[src/hdl/cfb_pkg.sv]
// ----------------------------------------------------------------------------
// cfb_pkg: shared types and constants of the command frame builder
// Holds the job record passed from the front part to the back part and the
// one-hot step codes of the byte sequencer.
// ----------------------------------------------------------------------------
`default_nettype none

package cfb_pkg;

    // Byte that opens every frame; it is not part of the checksum.
    localparam logic [7:0] FRAME_START = 8'hAA;

    // One classified request, ready to be turned into bytes.
    typedef struct packed {
        logic        is_header;  // frame header, else payload word
        logic        rnw;        // read header (no count bytes)
        logic        close;      // checksum byte follows the last data byte
        logic [15:0] reg_addr;   // register number of a header
        logic [15:0] data;       // word count of a write header, or payload word
    } job_t;

    // Byte sequencer steps, one-hot.
    typedef enum logic [7:0] {
        STEP_IDLE    = 8'b0000_0001,
        STEP_START   = 8'b0000_0010,
        STEP_ADDR    = 8'b0000_0100,
        STEP_REG_HI  = 8'b0000_1000,
        STEP_REG_LO  = 8'b0001_0000,
        STEP_DATA_HI = 8'b0010_0000,
        STEP_DATA_LO = 8'b0100_0000,
        STEP_SUM     = 8'b1000_0000
    } step_t;

endpackage

`default_nettype wire

[src/hdl/cfb_front.sv]
// ----------------------------------------------------------------------------
// cfb_front: request classifier
// Tracks whether a write frame is open and how many payload words it still
// expects, and turns each accepted request into a job or drops it.
// ----------------------------------------------------------------------------
`default_nettype none

module cfb_front
    import cfb_pkg::*;
(
    input  wire logic        clk,
    input  wire logic        rst_n,
    input  wire logic        accept,
    input  wire logic        command,
    input  wire logic        read_not_write,
    input  wire logic [15:0] register_address,
    input  wire logic [15:0] word_count,
    input  wire logic [15:0] payload_word,
    output logic             push,
    output job_t             push_job
);

    logic        frame_open_reg;
    logic        frame_open_next;
    logic [15:0] words_left_reg;
    logic [15:0] words_left_next;
    logic        count_zero;
    logic        last_word;

    assign count_zero = (word_count == 16'd0);
    assign last_word  = (words_left_reg == 16'd1);

    // Classify the request and update the frame tracking.
    always_comb
    begin
        frame_open_next    = frame_open_reg;
        words_left_next    = words_left_reg;
        push               = 1'b0;
        push_job.is_header = ~command;
        push_job.rnw       = read_not_write;
        push_job.reg_addr  = register_address;
        push_job.data      = command ? payload_word : word_count;
        push_job.close     = command ? last_word : (read_not_write | count_zero);
        if (accept)
        begin
            if (!command)
            begin
                // A header always starts a new frame and abandons an open one.
                push = 1'b1;
                if (read_not_write || count_zero)
                begin
                    frame_open_next = 1'b0;
                    words_left_next = 16'd0;
                end
                else
                begin
                    frame_open_next = 1'b1;
                    words_left_next = word_count;
                end
            end
            else if (frame_open_reg)
            begin
                // A payload word counts down the open frame.
                push            = 1'b1;
                words_left_next = words_left_reg - 16'd1;
                if (last_word)
                begin
                    frame_open_next = 1'b0;
                end
            end
        end
    end

    // Frame tracking registers.
    always_ff @(posedge clk or negedge rst_n)
    begin
        if (!rst_n)
        begin
            frame_open_reg <= 1'b0;
            words_left_reg <= 16'd0;
        end
        else
        begin
            frame_open_reg <= frame_open_next;
            words_left_reg <= words_left_next;
        end
    end

endmodule

`default_nettype wire

[src/hdl/cfb_queue.sv]
// ----------------------------------------------------------------------------
// cfb_queue: job queue
// A short first-in first-out queue of jobs between the classifier and the
// byte sequencer, so that either side can stall on its own.
// ----------------------------------------------------------------------------
`default_nettype none

module cfb_queue
    import cfb_pkg::*;
#(
    parameter int DEPTH = 2
)
(
    input  wire logic clk,
    input  wire logic rst_n,
    input  wire logic push,
    input  wire job_t push_job,
    input  wire logic pop,
    output job_t      head,
    output logic      head_valid,
    output logic      full
);

    localparam int PTR_W = $clog2(DEPTH);
    localparam int CNT_W = $clog2(DEPTH + 1);
    localparam logic [PTR_W-1:0] LAST_PTR = PTR_W'(DEPTH - 1);
    localparam logic [CNT_W-1:0] FULL_CNT = CNT_W'(DEPTH);
    localparam logic [PTR_W-1:0] PTR_STEP = PTR_W'(1);
    localparam logic [CNT_W-1:0] CNT_STEP = CNT_W'(1);

    job_t             slot_reg [DEPTH];
    logic [PTR_W-1:0] wr_ptr_reg;
    logic [PTR_W-1:0] wr_ptr_next;
    logic [PTR_W-1:0] rd_ptr_reg;
    logic [PTR_W-1:0] rd_ptr_next;
    logic [CNT_W-1:0] count_reg;
    logic [CNT_W-1:0] count_next;
    logic             do_push;
    logic             do_pop;

    assign head_valid = (count_reg != '0);
    assign full       = (count_reg == FULL_CNT);
    assign head       = slot_reg[rd_ptr_reg];
    assign do_push    = push && !full;
    assign do_pop     = pop && head_valid;

    // Pointer and fill count update.
    always_comb
    begin
        wr_ptr_next = wr_ptr_reg;
        rd_ptr_next = rd_ptr_reg;
        count_next  = count_reg;
        if (do_push)
        begin
            wr_ptr_next = (wr_ptr_reg == LAST_PTR) ? '0 : wr_ptr_reg + PTR_STEP;
        end
        if (do_pop)
        begin
            rd_ptr_next = (rd_ptr_reg == LAST_PTR) ? '0 : rd_ptr_reg + PTR_STEP;
        end
        if (do_push && !do_pop)
        begin
            count_next = count_reg + CNT_STEP;
        end
        else if (do_pop && !do_push)
        begin
            count_next = count_reg - CNT_STEP;
        end
    end

    // Control registers.
    always_ff @(posedge clk or negedge rst_n)
    begin
        if (!rst_n)
        begin
            wr_ptr_reg <= '0;
            rd_ptr_reg <= '0;
            count_reg  <= '0;
        end
        else
        begin
            wr_ptr_reg <= wr_ptr_next;
            rd_ptr_reg <= rd_ptr_next;
            count_reg  <= count_next;
        end
    end

    // Job storage.
    always_ff @(posedge clk)
    begin
        if (do_push)
        begin
            slot_reg[wr_ptr_reg] <= push_job;
        end
    end

endmodule

`default_nettype wire

[src/hdl/cfb_back.sv]
// ----------------------------------------------------------------------------
// cfb_back: byte sequencer
// Turns queued jobs into frame bytes, one per cycle unless the output stalls,
// keeps the running checksum and drives the registered output channel.
// ----------------------------------------------------------------------------
`default_nettype none

module cfb_back
    import cfb_pkg::*;
(
    input  wire logic       clk,
    input  wire logic       rst_n,
    input  wire logic [6:0] device_address,
    input  wire job_t       head,
    input  wire logic       head_valid,
    output logic            pop,
    output logic            out_valid,
    input  wire logic       out_ready,
    output logic [7:0]      tx_byte,
    output logic            frame_end
);

    step_t      state_reg;
    step_t      state_next;
    step_t      cur_step;
    step_t      after_step;
    job_t       job_reg;
    job_t       cur_job;
    logic [7:0] sum_reg;
    logic [7:0] sum_next;
    logic       out_valid_reg;
    logic [7:0] tx_byte_reg;
    logic       frame_end_reg;
    logic [7:0] cur_byte;
    logic       active;
    logic       have_byte;
    logic       advance;
    logic       emit;

    assign out_valid = out_valid_reg;
    assign tx_byte   = tx_byte_reg;
    assign frame_end = frame_end_reg;

    // The first byte of a new job comes straight from the queue head.
    always_comb
    begin
        active    = (state_reg != STEP_IDLE);
        cur_job   = active ? job_reg : head;
        if (active)
        begin
            cur_step = state_reg;
        end
        else
        begin
            cur_step = head.is_header ? STEP_START : STEP_DATA_HI;
        end
        have_byte = active || head_valid;
        advance   = !out_valid_reg || out_ready;
        emit      = have_byte && advance;
        pop       = emit && !active;
    end

    // Byte of the current step and the step after it.
    always_comb
    begin
        case (cur_step)
            STEP_START:
            begin
                cur_byte   = FRAME_START;
                after_step = STEP_ADDR;
            end
            STEP_ADDR:
            begin
                cur_byte   = {cur_job.rnw, device_address};
                after_step = STEP_REG_HI;
            end
            STEP_REG_HI:
            begin
                cur_byte   = cur_job.reg_addr[15:8];
                after_step = STEP_REG_LO;
            end
            STEP_REG_LO:
            begin
                cur_byte   = cur_job.reg_addr[7:0];
                after_step = cur_job.rnw ? STEP_SUM : STEP_DATA_HI;
            end
            STEP_DATA_HI:
            begin
                cur_byte   = cur_job.data[15:8];
                after_step = STEP_DATA_LO;
            end
            STEP_DATA_LO:
            begin
                cur_byte   = cur_job.data[7:0];
                after_step = cur_job.close ? STEP_SUM : STEP_IDLE;
            end
            STEP_SUM:
            begin
                cur_byte   = sum_reg;
                after_step = STEP_IDLE;
            end
            default:
            begin
                cur_byte   = 8'd0;
                after_step = STEP_IDLE;
            end
        endcase
    end

    // Checksum covers every byte after the start byte, up to the sum itself.
    always_comb
    begin
        sum_next   = sum_reg;
        state_next = state_reg;
        if (emit)
        begin
            state_next = after_step;
            if (cur_step == STEP_START || cur_step == STEP_SUM)
            begin
                sum_next = 8'd0;
            end
            else
            begin
                sum_next = sum_reg + cur_byte;
            end
        end
    end

    // Control registers.
    always_ff @(posedge clk or negedge rst_n)
    begin
        if (!rst_n)
        begin
            state_reg     <= STEP_IDLE;
            sum_reg       <= 8'd0;
            out_valid_reg <= 1'b0;
        end
        else
        begin
            state_reg <= state_next;
            sum_reg   <= sum_next;
            if (advance)
            begin
                out_valid_reg <= have_byte;
            end
        end
    end

    // Payload registers: current job and output byte.
    always_ff @(posedge clk)
    begin
        if (emit)
        begin
            job_reg       <= cur_job;
            tx_byte_reg   <= cur_byte;
            frame_end_reg <= (cur_step == STEP_SUM);
        end
    end

endmodule

`default_nettype wire

[src/hdl/command_frame_builder_core.sv]
// ----------------------------------------------------------------------------
// command_frame_builder_core: serial command frame builder
// Builds sensor command frames as a byte stream closed by an 8-bit sum.
// ----------------------------------------------------------------------------
//  Channel   Signals                                   Direction  Moves
//  input     in_valid/in_ready + request fields        in         one request
//  output    out_valid/out_ready + tx_byte, frame_end  out        one frame byte
//  config    cfg_write_enable + cfg_write_data         in         device address
//
//  One byte leaves per cycle through the output register unless out_ready
//  stalls it; a read header gives 5 bytes, a write header 6 or 7, a payload
//  word 2 or 3; a payload word outside a frame is dropped by the classifier.
//  Requests are accepted while the job queue has room, also while bytes of
//  earlier requests are still going out. Reset clears all control state at
//  once; there is no clearing pass. A stalled output holds its byte.
// ----------------------------------------------------------------------------
`default_nettype none

module command_frame_builder_core
    import cfb_pkg::*;
#(
    parameter int QUEUE_DEPTH = 2
)
(
    input  wire logic        clk,
    input  wire logic        rst_n,
    input  wire logic        cfg_write_enable,
    input  wire logic [6:0]  cfg_write_data,
    input  wire logic        in_valid,
    output logic             in_ready,
    input  wire logic        command,
    input  wire logic        read_not_write,
    input  wire logic [15:0] register_address,
    input  wire logic [15:0] word_count,
    input  wire logic [15:0] payload_word,
    output logic             out_valid,
    input  wire logic        out_ready,
    output logic [7:0]       tx_byte,
    output logic             frame_end
);

    logic [6:0] device_address_reg;
    logic       queue_full;
    logic       accept;
    logic       push;
    job_t       push_job;
    job_t       head;
    logic       head_valid;
    logic       pop;

    assign in_ready = !queue_full;
    assign accept   = in_valid && in_ready;

    // Device address register.
    always_ff @(posedge clk or negedge rst_n)
    begin
        if (!rst_n)
        begin
            device_address_reg <= 7'd0;
        end
        else if (cfg_write_enable)
        begin
            device_address_reg <= cfg_write_data;
        end
    end

    // Front part: request classification and frame tracking.
    cfb_front u_front (
        .clk              (clk),
        .rst_n            (rst_n),
        .accept           (accept),
        .command          (command),
        .read_not_write   (read_not_write),
        .register_address (register_address),
        .word_count       (word_count),
        .payload_word     (payload_word),
        .push             (push),
        .push_job         (push_job)
    );

    // Job queue between the two parts.
    cfb_queue #(
        .DEPTH (QUEUE_DEPTH)
    ) u_queue (
        .clk        (clk),
        .rst_n      (rst_n),
        .push       (push),
        .push_job   (push_job),
        .pop        (pop),
        .head       (head),
        .head_valid (head_valid),
        .full       (queue_full)
    );

    // Back part: byte sequencing and checksum.
    cfb_back u_back (
        .clk            (clk),
        .rst_n          (rst_n),
        .device_address (device_address_reg),
        .head           (head),
        .head_valid     (head_valid),
        .pop            (pop),
        .out_valid      (out_valid),
        .out_ready      (out_ready),
        .tx_byte        (tx_byte),
        .frame_end      (frame_end)
    );

endmodule

`default_nettype wire

[config.mk]
export PLATFORM = sky130hd
export DESIGN_NAME = command_frame_builder_core
export DESIGN_NICKNAME = d
export VERILOG_FILES = /design/src/hdl/cfb_pkg.sv /design/src/hdl/cfb_front.sv /design/src/hdl/cfb_queue.sv /design/src/hdl/cfb_back.sv /design/src/hdl/command_frame_builder_core.sv
export SDC_FILE = /design/constraint.sdc
export NUM_CORES = 1
export LEC_CHECK = 0
export BUFFER_PORTS_ARGS = -buffer_cell sky130_fd_sc_hd__buf_2
export CAP_MARGIN = 30
export CELL_PAD_IN_SITES_DETAIL_PLACEMENT = 1
export CELL_PAD_IN_SITES_GLOBAL_PLACEMENT = 1
export CORE_MARGIN = 1.5
export CORE_UTILIZATION = 45
export DETAILED_ROUTE_END_ITERATION = 12
export PLACE_DENSITY_LB_ADDON = 0.1
export REMOVE_ABC_BUFFERS = 1
export SKIP_LAST_GASP = 1
export SLEW_MARGIN = 20
export SYNTH_ARGS = -nofsm -noshare
export SYNTH_HDL_FRONTEND = slang
export SYNTH_HIERARCHICAL = 1
export SYNTH_SLANG_ARGS = --single-unit
[constraint.sdc]
create_clock -name clk -period 3.3 [get_ports clk]
set_input_delay 0.33 -clock clk [delete_from_list [all_inputs] [get_ports clk]]
set_output_delay 0.33 -clock clk [all_outputs]
set_load 0.02 [all_outputs]
==> run_results.csv <==
group,metric,value,unit
setup_path,timing.rr.end,"u_back/sum_reg[7]",
drt,wl,19.92,mm
cells_and_area,nets,761,
drt,first_pass_iters,4,
setup_path,path_buf_inv,2,
clock_network,cts_hold_buf,0,
floorplan,die_height,135.7,µm
logic_synthesis,syn_area_per_cell,13.71,µm²
power,power,0.009673,W
clock_network,clk_path_buf_depth,2,
sta,drv_slew,0,
setup_path,crit_chain,"nor4b_4 > buf_6 > nand2_8 > buf_4 > mux2_2 > nor2b_1 > a221oi_2 > nand3_2 > ha_4 > nand3_1 > o211ai_1 > o41a_1 > and4b_1 > mux2i_1 > o211ai_1",
sta,fin_skew,11.15,ps
cells_and_area,final_cells,926,
sta,setup_viol,3,
floorplan,core_area,0.01724,mm²
setup_path,path_delay_family,"compound AO/OA/AOI/OAI gates",
cells_and_area,syn2layout_area_growth,18.87,%
logic_synthesis,yosysTopAreaCell,"edfxtp_1",
global_routing,grt_pass1_vias,5740,
sta,whs,-7.942,ps
setup_path,path_common_cell,"o211ai_1",
power,p_leak,3.816,nW
floorplan,die_w,135.7,µm
sta,hold_viol_final,3,
sta,clock.fmax,0.2917,GHz
drt,vias,5253,
setup_path,r2r-start,"u_back/state_reg[0]",
drt,wire_per_inst,21.52,µm
logic_synthesis,synth-edff-count,113,
floorplan,io_pins,73,
logic_synthesis,synth_seq_cells,157,
sta,layout_min_cycle_time,3428,ps
global_routing,grt_max_degree,44,
setup_path,critical_path_arrival,3720,ps
cells_and_area,layout_commonest_cell,"edfxtp_1",
floorplan,rows,48,
logic_synthesis,yosys_warnings,6,
logic_synthesis,yosys.area.top_type_share,42.83,%
power,irDropWorstVdd,0.0004599,V
status,violations,"hold timing, setup timing",
cells_and_area,antenna_cells,0,
clock_network,numClockSinks,157,
setup_path,worst_ep_required_time,3590,ps
status,status,"complete, but fails checks",
setup_path,crit_type,"reg -> reg",
logic_synthesis,ys_async_sr_fraction,28.03,%
global_routing,grt.total_usage,23.08,%
floorplan,start_util,45.96,%
clock_network,cts_htree_levels,4,
drt,final_antenna_net_count,0,
logic_synthesis,synth-main-ff-cell,"edfxtp_1",
setup_path,end_kind,"flop",
drt,drtIter0Drc,313,
cells_and_area,largest_reg_flops,70,
cells_and_area,nFillCells,1741,
clock_network,insertion_delay,430,ps
cells_and_area,drive_above_1_share,41.51,%
power,power.density,1027,mW/mm²
setup_path,start_kind,"flop",
cells_and_area,fin_util,54.64,%
sta,rsz0062_at_grt,"yes",
setup_path,reg2reg_depth,15,
global_routing,antenna_found_initial,0,
place,gp_congestion,0.8679,
floorplan,dieArea,0.01841,mm²
logic_synthesis,syn_inst,578,
global_routing,grt-ovfl-total,0,
clock_network,path_clk_slew,70,ps
job,cap_violations,0,
cells_and_area,mostFrequentLayoutCells,"113 x edfxtp_1, 72 x buf_2, 60 x buf_4",
setup_path,path_max_fanout,7,
logic_synthesis,netlist_area,0.007923,mm²
drt,avgViaCountPerCell,5.673,
logic_synthesis,ys_types,72,
place,dp.cells,883,
logic_synthesis,synthTopCellsByArea,"edfxtp_1 43%, dfrtp_1 14%, mux2_4 7.8%",
drt,drc_errors,0,
logic_synthesis,yosysSeqAreaShare,56.74,%
sta,worstMarginPinSlew,820.0,ps
sta,timing.final.crit_share,103.9,%
sta,finalWorstSetupSlack,-128.4,ps
worst_hold_path,hp-class,"in -> async",
sta,relSlewSlack,45.34,%
clock_network,cts_root_buffer,"clkbuf_16",
clock_network,cts_tree,"yes",
setup_path,rrSetupSlack,-130,ps
place,dpl.hpwl,13.97,mm
clock_network,cts_made_buffers,17,
place,port_buffers,72,
global_routing,grt_pass1_wl,31.65,mm
setup_path,crit_slowest_cell,"dfstp_2",
setup_path,max_stage_delay,540,ps
==> cell type report <==
cell class / count / area (µm²) / area share (%)
inverter: 19 / 71.32 / 0.7573
tap: 225 / 281.5 / 2.989
timing repair buffer: 134 / 842.1 / 8.941
clock buffer: 19 / 452.9 / 4.809
multi-input combinational: 359 / 3168 / 33.64
clock inverter: 13 / 105.1 / 1.116
sequential: 157 / 4497 / 47.75
==> logic make-up (layout without fill, tap and decap cells) <==
kind of cell	count (synthesis)	count (layout)	share of synthesized area [%]
buffers and inverters	63	185	5.101
adder cells (fa/ha/maj)	11	11	1.832
flip-flops	157	157	56.74
AO/OA/AOI/OAI	84	84	7.960
XOR/XNOR	12	12	1.327
AND/OR/NAND/NOR	152	153	11.15
multiplexers	99	99	15.89
==> where the power goes <==
part / internal, W / switching [W] / leakage, nW
Sequential: 0.00302 / 0.000438 / 1.60
Combinational: 0.00215 / 0.00222 / 1.94
Clock: 0.00102 / 0.000834 / 0.271
==> cell usage after synthesis (3+ instances only) <==
cell type and number:
clkbuf_1 9, and3_1 5, nor2b_1 17, nor3_1 10
a21oi_1 10, a221oi_1 9, a22o_1 10, inv_1 19
ha_1 10, edfxtp_1 113, buf_6 6, nand2_1 30
nand3_1 16, o211ai_1 4, o21ai_0 12, o22ai_1 8
dfrtp_1 43, xor2_1 4, xnor2_1 8, nand4_1 9
buf_2 7, buf_4 17, a221o_1 3, mux2i_1 8
nand2b_1 4, nor3b_1 3, nor2_1 24, a22oi_1 8
nor4_1 7, nand3b_1 5, mux2_2 50, buf_12 3
mux2_4 41
==> worst max path at each step <==
stage	from	endpoint	depth (start not counted)
global placement	u_back/state_reg[0]	u_back/sum_reg[7]	13
global route	u_back/state_reg[0]	u_back/sum_reg[7]	14
finish	u_back/state_reg[0]	u_back/sum_reg[7]	15
floorplan	u_queue/rd_ptr_reg	u_back/sum_reg[7]	14
detailed placement	u_back/state_reg[0]	u_back/sum_reg[7]	13
CTS	u_back/state_reg[0]	u_back/sum_reg[7]	14
==> repair_timing <==
action	4_1_cts	5_1_grt
gates cloned	1	0
resized for setup	18	3
setup buffers	8	2
pin swaps	4	5
endpoints found under the setup margin	3	4
==> per-stage QoR <==
step           setup TNS [ps]  instance area, µm²  setup WS (ps)
6_report               -158.3                9418         -128.4
5_1_grt                -642.4                9418         -296.4
4_1_cts                -78.01                9380         -66.44
3_5_place_dp           -667.4                8643         -290.0
3_3_place_gp           -257.7                8643         -142.9
2_1_floorplan          -28320                7590         -767.0
==> routing by layer <==
layer  up-vias  share of wire [%]  global-route usage (%)
li1       2410                  -                       -
met1      2671                 43                   29.40
met2       136                 51                   38.38
met3        36                3.9                   5.088
met4         0                2.2                   9.020
met5         -                  0                       0
No activity file was read; power rests on OpenSTA's default activity.
